`src/hw/rtl/indexed_linked_list_engine_macros.svh`:
```
// Assertion helpers used by the RTL engine.
`ifndef INDEXED_LINKED_LIST_ENGINE_MACROS_SVH
`define INDEXED_LINKED_LIST_ENGINE_MACROS_SVH

// Same-cycle implication, checked on i_clk, off during reset.
`define LIL_ASSERT_NOW(lbl, ante, cons, msg) \
    lbl: assert property (@(posedge i_clk) disable iff (!i_rst_n) \
        (ante) |-> (cons)) else $error(msg);

// Next-cycle implication, checked on i_clk, off during reset.
`define LIL_ASSERT_NEXT(lbl, ante, cons, msg) \
    lbl: assert property (@(posedge i_clk) disable iff (!i_rst_n) \
        (ante) |=> (cons)) else $error(msg);

`endif

```
`src/hw/rtl/lil_pkg.sv`:
```
package lil_pkg;

    localparam int POS_W = 8;
    localparam int VAL_W = 32;
    localparam int CNT_W = 8;

    localparam logic signed [VAL_W-1:0] INT_MIN = {1'b1, {(VAL_W-1){1'b0}}};

    typedef enum logic [1:0] {
        CMD_APPEND = 2'd0,
        CMD_INSERT = 2'd1,
        CMD_REMOVE = 2'd2,
        CMD_READ   = 2'd3
    } t_cmd;

    typedef enum logic [1:0] {
        ST_DONE    = 2'd0,
        ST_BAD_POS = 2'd1,
        ST_FULL    = 2'd2
    } t_status;

    // Per-cycle strobes for one memory port pair.
    typedef struct packed {
        logic rd;
        logic wr;
    } t_mem_ctl;

endpackage

```
`src/hw/rtl/lil_link_store.sv`:
```
module lil_link_store import lil_pkg::*; #(
    parameter int SLOTS = 128,
    parameter int IW    = 8
) (
    input  logic          i_clk,
    input  logic          i_rst_n,
    input  t_mem_ctl      i_ctl,
    input  logic [IW-1:0] i_rd_addr,
    input  logic [IW-1:0] i_wr_addr,
    input  logic [IW-1:0] i_wr_data,
    output logic [IW-1:0] o_rd_data
);

    localparam int AW = $clog2(SLOTS);
    localparam logic [IW-1:0] NULL_SLOT = IW'(SLOTS);

    logic [IW-1:0] mem [SLOTS];
    logic [IW-1:0] r_q;
    logic [IW-1:0] r_addr;
    logic          r_null;
    logic          r_fresh;
    // Slots at or above the fill mark were never written and still hold
    // their reset link (slot + 1).
    logic [IW-1:0] r_fill;

    always_ff @(posedge i_clk) begin
        if (i_ctl.wr && i_wr_addr < NULL_SLOT) begin
            mem[i_wr_addr[AW-1:0]] <= i_wr_data;
        end
        if (i_ctl.rd) begin
            r_q     <= mem[i_rd_addr[AW-1:0]];
            r_addr  <= i_rd_addr;
            r_null  <= (i_rd_addr >= NULL_SLOT);
            r_fresh <= (i_rd_addr >= r_fill);
        end
    end

    always_ff @(posedge i_clk) begin
        if (!i_rst_n) begin
            r_fill <= '0;
        end else if (i_ctl.wr && i_wr_addr == r_fill && r_fill < NULL_SLOT) begin
            r_fill <= r_fill + IW'(1);
        end
    end

    always_comb begin
        if (r_null) begin
            o_rd_data = NULL_SLOT;
        end else if (r_fresh) begin
            o_rd_data = r_addr + IW'(1);
        end else if (r_q >= NULL_SLOT) begin
            o_rd_data = NULL_SLOT;
        end else begin
            o_rd_data = r_q;
        end
    end

endmodule

```
`config.mk`:
```
export PLATFORM = sky130hd
export DESIGN_NAME = lil_link_store
export DESIGN_NICKNAME = d
export VERILOG_FILES = /design/src/hw/rtl/indexed_linked_list_engine_macros.svh /design/src/hw/rtl/lil_pkg.sv /design/src/hw/rtl/lil_link_store.sv
export SDC_FILE = /design/constraint.sdc
export NUM_CORES = 1
export LEC_CHECK = 0
export BUFFER_PORTS_ARGS = -buffer_cell sky130_fd_sc_hd__buf_2
export CORE_AREA = 8 8 265 369
export DETAILED_ROUTE_END_ITERATION = 7
export DIE_AREA = 0 0 273 377
export PLACE_DENSITY = 0.72
export SYNTH_ARGS = -nofsm -noshare
export SYNTH_HDL_FRONTEND = slang
export SYNTH_SLANG_ARGS = --single-unit
```
`constraint.sdc`:
```
create_clock -name i_clk -period 6.5 [get_ports i_clk]
set_input_delay 0.325 -clock i_clk [delete_from_list [all_inputs] [get_ports i_clk]]
set_output_delay 0.325 -clock i_clk [all_outputs]
set_load 0.005 [all_outputs]
```
# After elaboration in Yosys (flattened, before gate mapping)
# Memories as Yosys holds them, arrays and structs flattened. A register that Yosys moved wholly into a read port is not among the register bits.
# Index checks and enable logic that the tools add are counted.
# Widths: inputs -> output; s select.
# classes
add_sub_neg	2
n_lt_le_gt_ge	5
eq_ne	1
n_mux	5
reduce_logical	3
# op_table
operator	n
$mux 8	3
$add 8x1->8 const B	2
$ge 8x8->1 const B	2
$lt 8x8->1 const B	2
$eq 8x8->1	1
$ge 8x8->1	1
$logic_and 1x1->1	3
$mux 1	2
# word_totals
regBits	18
ramBits	1024
in_bits	28
output_inout_bits	8
elab_cells	21
memories	1
# memory_table
name	depth	width	read_ports	rd_ports_with_merged_regs	wr	line_no	source
mem	128	8	1	1	1	lil_link_store.sv:17	logic [IW-1:0] mem [SLOTS];

# Logic depth before layout (Yosys ltp)
# logic_depth
depth_word	4
mapped_depth	10
depth_no_buf	8

# Worst setup path after synthesis
# No wires, ideal clock.
# synth_timing
path_kind	input-to-reg
from	input port i_rd_addr[2]
to	register r_q[6], read port of mem, data pin
setup_ns	0.276
arrival_ns	2.018
t_required_ns	6.224
setup_slack_ns	4.206
path_stages	8
path_buffers	3
cell_sequence	buf_2 > buf_2 > buf_1 > mux4_2 > a221oi_1 > o22ai_1 > nor3_2 > o221ai_1
# synth_lines
element	line_no	source
start: declaration	lil_link_store.sv:8	input logic [IW-1:0] i_rd_addr,
end: declaration	lil_link_store.sv:18	logic [IW-1:0] r_q;

==> results.json <==
{
  "synth_cells": 2044,
  "synth.distinct_cells": 50,
  "place_congestion": 0.9133,
  "dpl.hpwl_mm": 58.84,
  "drt-total-wl_mm": 93.86,
  "antenna_found_initial": 4,
  "p_leak_nw": 13.98,
  "portBuffers": 35,
  "required_ns": 6.89,
  "critPathMaxStageDelay_ns": 0.74,
  "nets": 2135,
  "fin_area_mm2": 0.04551,
  "crit_buf_inv": 2,
  "dpl-instance-area_mm2": 0.04259,
  "crit_type": "primary input to flip-flop",
  "synth.yosys.seq_area_share": 0.7652,
  "clock_latency_ns": 0.68,
  "htree_levels": 3,
  "synth_top_area_cell": "edfxtp_1",
  "final_cells": 3375,
  "yosys_warnings": 0,
  "grt_max_degree": 123,
  "wire_per_inst_um": 27.81,
  "yosys_register_bits": 1050,
  "viasPerCell": 5.973,
  "clockRootBuffer": "clkbuf_16",
  "grt_pass1_wl_mm": 138.7,
  "drive_gt1_frac": 0.2158,
  "syn-num-nets": 2082,
  "cts_made_buffers": 91,
  "finalSetupViolCount": 0,
  "slew_headroom": 0.1552,
  "clk_pin_slew_ns": 0.07,
  "detail-route-antenna-nets": 0,
  "r2r_start": "mem[29][6]",
  "start_kind": "primary input",
  "drtIter0Drc": 2133,
  "ioPinCount": 36,
  "synth_commonest_cells": "edfxtp_1, mux4_2, nor2_1",
  "syn2layout_area_growth_pct": 10.72,
  "min_path_type": "primary input to flip-flop",
  "dpl.cell_count": 3206,
  "worstSetupStartpoint": "i_rd_addr[2]",
  "worstHoldStart": "i_rd_addr[1]",
  "syn_area_mm2": 0.04110,
  "synth_area_per_cell_um2": 20.11,
  "cts_resized": 0,
  "track_usage": 0.1809,
  "dp_slack_ns": 2.725,
  "vdd.ir_drop.worst_mv": 0.1927,
  "pwr_density_cell_mw_per_mm2": 294.9,
  "critPathSlowestCell": "buf_8",
  "cts_tree": "built",
  "fin_crit_ns": 3.163,
  "via_count": 20160,
  "setup_ws_ns": 3.337,
  "grt_pass1_vias": 20780,
  "critPathCaptureType": "flip-flop",
  "synth-edff-count": 1042,
  "dieHeight_um": 377,
  "total_power_mw": 13.42,
  "status": "complete, no violations",
  "fin_tns_setup_ns": 0,
  "finalHoldViolCount": 0,
  "skew_ns": 0.04279,
  "clk_path_buf_depth": 3,
  "synth_top_area_frac": 0.7613,
  "die_w_um": 273,
  "diodes": 0,
  "worstMarginPinSlew_ns": 1.267,
  "synth.most_common_cell": "edfxtp_1",
  "die_area_mm2": 0.1029,
  "drtPass1Iterations": 5,
  "globalRouteOverflowTotal": 0,
  "drc": 0,
  "critPathTopFamily": "buffers and inverters",
  "yosys-top-cells-area": "edfxtp_1, mux4_2, mux2i_1, nor2_1, a22oi_1",
  "rows": 132,
  "synthFlopType": "edfxtp_1",
  "initial_core_util": 0.4460,
  "cts_sinks": 1050,
  "cp_data_arrival_time_ns": 3.55,
  "crit_chain": "buf_8 > buf_4 > mux4_2 > a22o_1 > a221oi_1 > o22ai_1 > nor3_2 > o221ai_1",
  "fin_crit_sh": 0.4865,
  "max-cap-violations": 0,
  "max_freq_ghz": 0.3162,
  "rsz0062_at_grt": "false",
  "core_mm2": 0.09216,
  "critPathMaxFanout": 122,
  "slew_violations": 0,
  "async_flop_share": 0
}
power by group:
group | leakage, nW | switching [mW] | internal (mW) | total, mW
clock network | 1.41 | 2.40 | 2.89 | 5.29
logic | 3.13 | 0.430 | 0.226 | 0.656
registers | 9.44 | 0.0135 | 7.47 | 7.48
placed cells by master (no fill, tap or decap), types with 8 or more instances in the layout:
master     instances
clkinv_2          22
nand3_1           13
edfxtp_1        1042
clkbuf_1          12
nand2_1           32
mux2_2            32
o22ai_1           24
buf_4             48
xnor2_1           14
a2111oi_1         13
nor2b_1           39
a22o_1            32
a221oi_2          10
nand4_1            9
nor2_1           142
ha_1              10
inv_1              9
mux2i_1           65
clkinv_1          16
buf_2             25
nor3_1            20
a22oi_1           64
a21oi_1           26
a2111oi_0         18
clkbuf_16         92
mux4_2           190
o221ai_1           8
dfxtp_1            8
a211oi_1          32
registers in the layout (all words and copies together) (netlist names):
| signal | cells |
|---|---|
| mem | 1024 |
| r_addr | 8 |
| r_fill | 8 |
| r_q | 8 |
| r_fresh | 1 |
| r_null | 1 |
per-stage QoR:
step	hold WS, ns	utilization
2_1_floorplan	0.4239	-
3_3_place_gp	0.5080	0.4621
3_5_place_dp	0.5121	0.4621
4_1_cts	0.03788	0.4938
5_1_grt	0.06520	0.4938
6_report	0.07275	0.4938
area by class of cell:
class / instances / area [um^2]
Clock inverter: 61 / 536.8
Timing Repair Buffer: 81 / 595.6
Inverter: 10 / 37.54
Tap cell: 1206 / 1509
Fill cell: 7196 / 46650
Multi-Input combinational cell: 863 / 9035
Clock buffer: 104 / 2347
Sequential cell: 1050 / 31450
cell families (layout without fill, tap and decap cells):
| family | count (synthesis) | after routing | synth area share |
|---|---|---|---|
| DFF | 1050 | 1050 | 0.7652 |
| xor gates and xnor gates | 19 | 19 | 0.004049 |
| and+or+nand+nor | 305 | 305 | 0.03613 |
| buffers and inverters | 131 | 256 | 0.01595 |
| adders and majority gates | 10 | 10 | 0.003044 |
| AOI/OAI and AO/OA | 240 | 240 | 0.04569 |
| muxes | 289 | 289 | 0.1300 |
routing by layer:
metal  GRT usage  routed length (um)
met1      0.2166               33890
met2      0.3193               49230
met3     0.02707                6037
met4     0.08595                4646
met5           0                  55
path summary, 6_finish.rpt:
check	slack [ns]	to	cells past startpoint
setup / recovery	3.34	r_q[6]	8
hold / removal	0.07	r_addr[1]	1
hold reg to reg	0.52	r_fill[7]	2
setup reg to reg	4.02	r_q[6]	6
what timing repair did:
| action | CTS | global route |
|---|---|---|
| hold buffers | 4 | 0 |
| hold endpoints to repair | 12 | 0 |
| buffers inserted | 0 | 0 |
(Power assumes the default switching activity.)
