==> src/hw/rtl/indexed_linked_list_engine_macros.svh <==
// Assertion helpers used by the RTL engine.
`ifndef INDEXED_LINKED_LIST_ENGINE_MACROS_SVH
`define INDEXED_LINKED_LIST_ENGINE_MACROS_SVH

// Same-cycle implication, checked on i_clk, off during reset.
`define LIL_ASSERT_NOW(lbl, ante, cons, msg) \
    lbl: assert property (@(posedge i_clk) disable iff (!i_rst_n) \
        (ante) |-> (cons)) else $error(msg);

// Next-cycle implication, checked on i_clk, off during reset.
`define LIL_ASSERT_NEXT(lbl, ante, cons, msg) \
    lbl: assert property (@(posedge i_clk) disable iff (!i_rst_n) \
        (ante) |=> (cons)) else $error(msg);

`endif

==> src/hw/rtl/lil_pkg.sv <==
package lil_pkg;

    localparam int POS_W = 8;
    localparam int VAL_W = 32;
    localparam int CNT_W = 8;

    localparam logic signed [VAL_W-1:0] INT_MIN = {1'b1, {(VAL_W-1){1'b0}}};

    typedef enum logic [1:0] {
        CMD_APPEND = 2'd0,
        CMD_INSERT = 2'd1,
        CMD_REMOVE = 2'd2,
        CMD_READ   = 2'd3
    } t_cmd;

    typedef enum logic [1:0] {
        ST_DONE    = 2'd0,
        ST_BAD_POS = 2'd1,
        ST_FULL    = 2'd2
    } t_status;

    // Per-cycle strobes for one memory port pair.
    typedef struct packed {
        logic rd;
        logic wr;
    } t_mem_ctl;

endpackage

==> src/hw/rtl/lil_value_store.sv <==
module lil_value_store import lil_pkg::*; #(
    parameter int SLOTS = 128,
    parameter int IW    = 8
) (
    input  logic                    i_clk,
    input  t_mem_ctl                i_ctl,
    input  logic [IW-1:0]           i_rd_addr,
    input  logic [IW-1:0]           i_wr_addr,
    input  logic signed [VAL_W-1:0] i_wr_data,
    output logic signed [VAL_W-1:0] o_rd_data
);

    localparam int AW = $clog2(SLOTS);

    logic signed [VAL_W-1:0] mem [SLOTS];

    always_ff @(posedge i_clk) begin
        if (i_ctl.wr && i_wr_addr < IW'(SLOTS)) begin
            mem[i_wr_addr[AW-1:0]] <= i_wr_data;
        end
        if (i_ctl.rd) begin
            o_rd_data <= mem[i_rd_addr[AW-1:0]];
        end
    end

endmodule

==> config.mk <==
export PLATFORM = sky130hd
export DESIGN_NAME = lil_value_store
export DESIGN_NICKNAME = d
export VERILOG_FILES = /design/src/hw/rtl/indexed_linked_list_engine_macros.svh /design/src/hw/rtl/lil_pkg.sv /design/src/hw/rtl/lil_value_store.sv
export SDC_FILE = /design/constraint.sdc
export NUM_CORES = 2
export LEC_CHECK = 0
export BUFFER_PORTS_ARGS = -buffer_cell sky130_fd_sc_hd__buf_2
export CORE_MARGIN = 5
export CORE_UTILIZATION = 40
export CTS_CLUSTER_DIAMETER = 150
export DETAILED_ROUTE_END_ITERATION = 10
export GPL_TIMING_DRIVEN = 0
export SYNTH_ARGS = -nofsm -noshare
export SYNTH_HDL_FRONTEND = slang
export SYNTH_SLANG_ARGS = --single-unit
==> constraint.sdc <==
create_clock -name i_clk -period 3.96 [get_ports i_clk]
set_input_delay 0.594 -clock i_clk [delete_from_list [all_inputs] [get_ports i_clk]]
set_output_delay 0.594 -clock i_clk [all_outputs]
set_load 0.05 [all_outputs]
; ---- After elaboration in Yosys (flattened, before gate mapping)
; Memory sizes are Yosys's and may differ from the RTL's. A register that Yosys moved wholly into a read port is not among the register bits.
; Cells that the tools add are included.
[totals]
ff_bits = 0
ram_bits = 4096
output_inout_bits = 32
memories = 1
[memory_table]
columns = name, depth, word_bits, read_ports, rd_clocked_by_memory_dff, wr, line
row1 = mem, 128, 32, 1, 1, 1, lil_value_store.sv:15  ; logic signed [VAL_W-1:0] mem [SLOTS];
[op_classes]
n_lt_le_gt_ge = 1
muxes = 2
n_reduce_logical = 1
[op_table]
columns = cell, n
row1 = "less-than comparator 8 bit, second input constant", 1
row2 = two-way mux 1 bit, 2
row3 = logical AND 1 bit, 1

; ---- Depth between registers and ports, before layout
[depth]
word_depth = 4
mapped_depth = 8

; ---- Worst setup path after synthesis
; Ideal clock, no wire load.
[synth_path]
path_type = in2reg
from = in i_wr_addr[2]
to = mem mem[108][0] (enable)
arrival_time_ps = 3092
required_ps = 3539
slack_ps = 447
cell_stages = 5
cell_sequence = clkbuf_1 -> or3b_2 -> nand2b_1 -> clkbuf_1 -> nor2_1
[synth_between]
elab_chain_cells = 4
[synth_lines]
columns = element, line
row1 = start: declaration, lil_value_store.sv:8  ; input logic [IW-1:0] i_wr_addr,
row2 = less-than comparator 8 bit, lil_value_store.sv:18  ; if (i_ctl.wr && i_wr_addr < IW'(SLOTS)) begin
row3 = logical AND 1 bit, lil_value_store.sv:18
row4 = two-way mux 1 bit, lil_value_store.sv:18
row5 = two-way mux 1 bit (implied by the code), lil_value_store.sv:19  ; mem[i_wr_addr[AW-1:0]] <= i_wr_data;
row6 = end: declaration, lil_value_store.sv:15
; Several ways; a longest one is shown, not always the timed one.

==> results_tabular.tex <==
\begin{tabular}{lr}
\hline
Metric & Value \\
\hline
\multicolumn{2}{l}{\textbf{Power}} \\
\quad Reported leakage power & 0.0550 uW \\
\quad Maximum vdd drop & 0.384 mV \\
\quad Power density over the cells & 501 nW/um2 \\
\multicolumn{2}{l}{\textbf{Clock tree}} \\
\quad CTS tree & built \\
\quad Resized cells post-CTS & 57 \\
\quad Worst-path clk slew & 0.06 ns \\
\quad H-tree level count & 5 \\
\quad CTS sink cnt & 4128 \\
\quad Post-CTS Hold Buffers & 0 \\
\quad Root Buffer Master & sky130\_fd\_sc\_hd\_\_clkbuf\_16 \\
\quad Maximum clock insertion buffer count & 4 \\
\quad Total clock buffers created by CTS & 407 \\
\quad Clock network latency to the later pin of the worst-skew pair & 0.93 ns \\
\quad Setup bufs post-CTS & 0 \\
\multicolumn{2}{l}{\textbf{Yosys}} \\
\quad Cells after synthesis & 5988 \\
\quad FFs w/ async S/R, synth & 0 \\
\quad Post-Syn Nets & 6039 \\
\quad Syn. warnings & 0 \\
\quad Post-synthesis instance area & 157000 um2 \\
\quad Flip-flop and latch count after synthesis & 4128 \\
\quad Mean instance size in the synthesized netlist & 26.2 um2 \\
\quad Number of flops mapped to enable cells by yosys & 4128 \\
\quad Post-synthesis sequential area ratio & 0.791 \\
\quad Post-synthesis cell type count & 18 \\
\quad Most common flop cell mapped by yosys & sky130\_fd\_sc\_hd\_\_edfxtp\_1 \\
\multicolumn{2}{l}{\textbf{Worst setup path}} \\
\quad WS Path Type & in -> reg \\
\quad Kind of launch point of the worst setup path & primary input \\
\quad Launch point of the worst path & i\_rd\_addr[0] \\
\quad Capturing element type of the critical path & flip-flop \\
\quad Worst path arrival time & 4.55 ns \\
\quad Worst R2R Start & mem[94][16]\$\_DFFE\_PP\_ \\
\quad CP Max Fanout & 10 \\
\quad Worst Path Required & 4.58 ns \\
\multicolumn{2}{l}{\textbf{Die}} \\
\quad Row Count & 229 \\
\quad Core area & 390000 um2 \\
\quad Die span in x & 636 um \\
\quad \# IOs & 83 \\
\quad Die H & 636 um \\
\quad Initial core utilization & 0.402 \\
\quad Floorplan die area & 404000 um2 \\
\multicolumn{2}{l}{\textbf{Finish}} \\
\quad Post-synthesis to final-layout area growth & 16.1\% \\
\quad Final standard cell utilization of the core & 0.467 \\
\quad Most common cell after layout, fill and taps aside & sky130\_fd\_sc\_hd\_\_edfxtp\_1 \\
\quad Top library cells by usage in the layout, fill and taps aside & 4128 x sky130\_fd\_sc\_hd\_\_edfxtp\_1, 1344 x sky130\_fd\_sc\_hd\_\_mux4\_2, 418 x sky130\_fd\_sc\_hd\_\_clkbuf\_16 \\
\quad Number of standard cells in the layout, taps in and fillers out & 12270 \\
\quad Share of cells above drive strength 1 & 0.350 \\
\quad Fill cell count & 31298 \\
\quad Layout Nets & 6687 \\
\quad Area of all placed cells without fillers & 182000 um2 \\
\multicolumn{2}{l}{\textbf{Placed design}} \\
\quad Final RePlAce weighted congestion & 0.856 \\
\quad Placed wire-length estimate after detailed placement & 280000 um \\
\quad Cell area reported after detailed placement & 169000 um2 \\
\quad Number of placed instances with taps included & 11425 \\
\quad Port-buffer cells & 72 \\
\multicolumn{2}{l}{\textbf{Route}} \\
\quad Pre-antenna DRT Iters & 5 \\
\quad Residual antenna-violating net count after detailed routing & 0 \\
\quad Violation count after the first detailed-route iteration & 9221 \\
\quad Routed wire length per instance & 33.4 um \\
\quad Total detailed-routing wirelength & 410000 um \\
\quad Vias/cell & 5.75 \\
\quad Total number of vias & 70587 \\
\quad DRC Markers & 0 \\
\multicolumn{2}{l}{\textbf{Global route}} \\
\quad Global-route wire length before repair & 570000 um \\
\quad Largest net degree at the start of global routing & 105 \\
\quad Via count of the first global-routing pass & 71197 \\
\quad GRT overflow & 0 \\
\quad GRT Total Usage & 0.200 \\
\quad Initial antenna violation count & 78 \\
\multicolumn{2}{l}{\textbf{Timing}} \\
\quad Final number of hold-violating endpoints & 0 \\
\quad Clock skew & 0.0451 ns \\
\quad Fmax achieved & 255 MHz \\
\quad Hold\_ws & 0.106 ns \\
\quad Final-report setup violation count & 0 \\
\quad Pins Over Slew Limit & 0 \\
\quad Clock period minus worst slack & 3.93 ns \\
\quad Tightest slew margin relative to the limit & 0.0489 \\
\quad Part of the cycle the worst path needs & 0.992 \\
\quad Slew at the pin closest to its max-slew limit & 1.43 ns \\
\multicolumn{2}{l}{\textbf{Hold path}} \\
\quad HP Start & i\_wr\_data[31] \\
\quad Hold Path Class & in -> reg \\
\multicolumn{2}{l}{\textbf{Run status}} \\
\quad Run status & completed \\
\multicolumn{2}{l}{\textbf{Job}} \\
\quad Max-cap violations & 0 \\
\hline
\end{tabular}
kinds of logic after synthesis:
kind of cell / count (synthesis) / synth area share
flops: 4128 / 0.791
simple gates: 168 / 0.00451
mux: 1376 / 0.196
buf+inv: 316 / 0.00848
synth_stat cells, types with 3 or more instances:
library cell	instances	area share
sky130_fd_sc_hd__edfxtp_1	4128	0.79
sky130_fd_sc_hd__mux4_2	1344	0.19
sky130_fd_sc_hd__clkbuf_1	171	0.0041
sky130_fd_sc_hd__nor2_1	131	0.0031
sky130_fd_sc_hd__buf_2	68	0.0022
sky130_fd_sc_hd__buf_1	62	0.0015
sky130_fd_sc_hd__mux2_2	32	0.0023
sky130_fd_sc_hd__buf_4	13	0.00062
sky130_fd_sc_hd__nand2_1	9	0.00022
sky130_fd_sc_hd__nand3_1	9	0.00029
sky130_fd_sc_hd__nor2b_1	5	0.00020
sky130_fd_sc_hd__or3b_2	5	0.00028
sky130_fd_sc_hd__nand3b_1	4	0.00019
sky130_fd_sc_hd__nand4_1	3	0.00012
through the flow:
step | power [uW] | setup WS, ns | setup TNS (ns)
final | 91000 | 0.0326 | 0
after global routing | 93600 | -0.0303 | -0.0479
after CTS | 91600 | 0.00672 | 0
after detailed placement | 54200 | -1.66 | -180.26
after global placement | 54000 | -2.92 | -6986.92
after floorplan | 51600 | 0.447 | 0
layer usage:
metal	vias to the layer above	routed length (um)	global-route usage
li1	27889	-	-
met1	38922	160000	0.272
met2	3227	200000	0.322
met3	537	37600	0.0447
met4	12	12700	0.0662
met5	-	67	0
sequential cells by signal, summed over array words and instances, names as in the netlist:
name / flops
o_rd_data: 32
mem: 4096
worst paths after layout:
| path | end | slack (ns) | depth (start not counted) |
|---|---|---|---|
| hold / removal | mem[34][31]$_DFFE_PP_ | 0.11 | 1 |
| hold reg to reg | o_rd_data[14]$_DFFE_PP_ | 1.26 | 4 |
| setup / recovery | o_rd_data[10]$_DFFE_PP_ | 0.03 | 7 |
| setup reg to reg | o_rd_data[16]$_DFFE_PP_ | 1.02 | 4 |
final cells by class:
class | count | area, um2 | share of cell area
Buffer | 314 | 1520 | 0.00835
Sequential cell | 4128 | 124000 | 0.682
Inverter | 1 | 3.75 | 0.0000206
Clock inverter | 212 | 2010 | 0.0111
Multi-Input combinational cell | 1544 | 32300 | 0.178
Antenna cell | 121 | 303 | 0.00167
Tap cell | 5197 | 6500 | 0.0358
Clock buffer | 513 | 10800 | 0.0595
Timing Repair Buffer | 240 | 4400 | 0.0242
power by group:
group          internal, uW  total, uW  switching, uW
sequential            48200      48200           32.1
combinational          1810       5050           3240
clock                 21800      37700          15900
critical path, stage by stage:
cell                              delay [ns]
sky130_fd_sc_hd__buf_2                  0.25
sky130_fd_sc_hd__buf_2                  0.70
sky130_fd_sc_hd__clkdlybuf4s15_2        0.61
sky130_fd_sc_hd__mux4_2                 0.59
sky130_fd_sc_hd__mux4_2                 0.61
sky130_fd_sc_hd__mux4_2                 0.74
sky130_fd_sc_hd__mux2_2                 0.41
No activity file was read; power rests on OpenSTA's default activity.
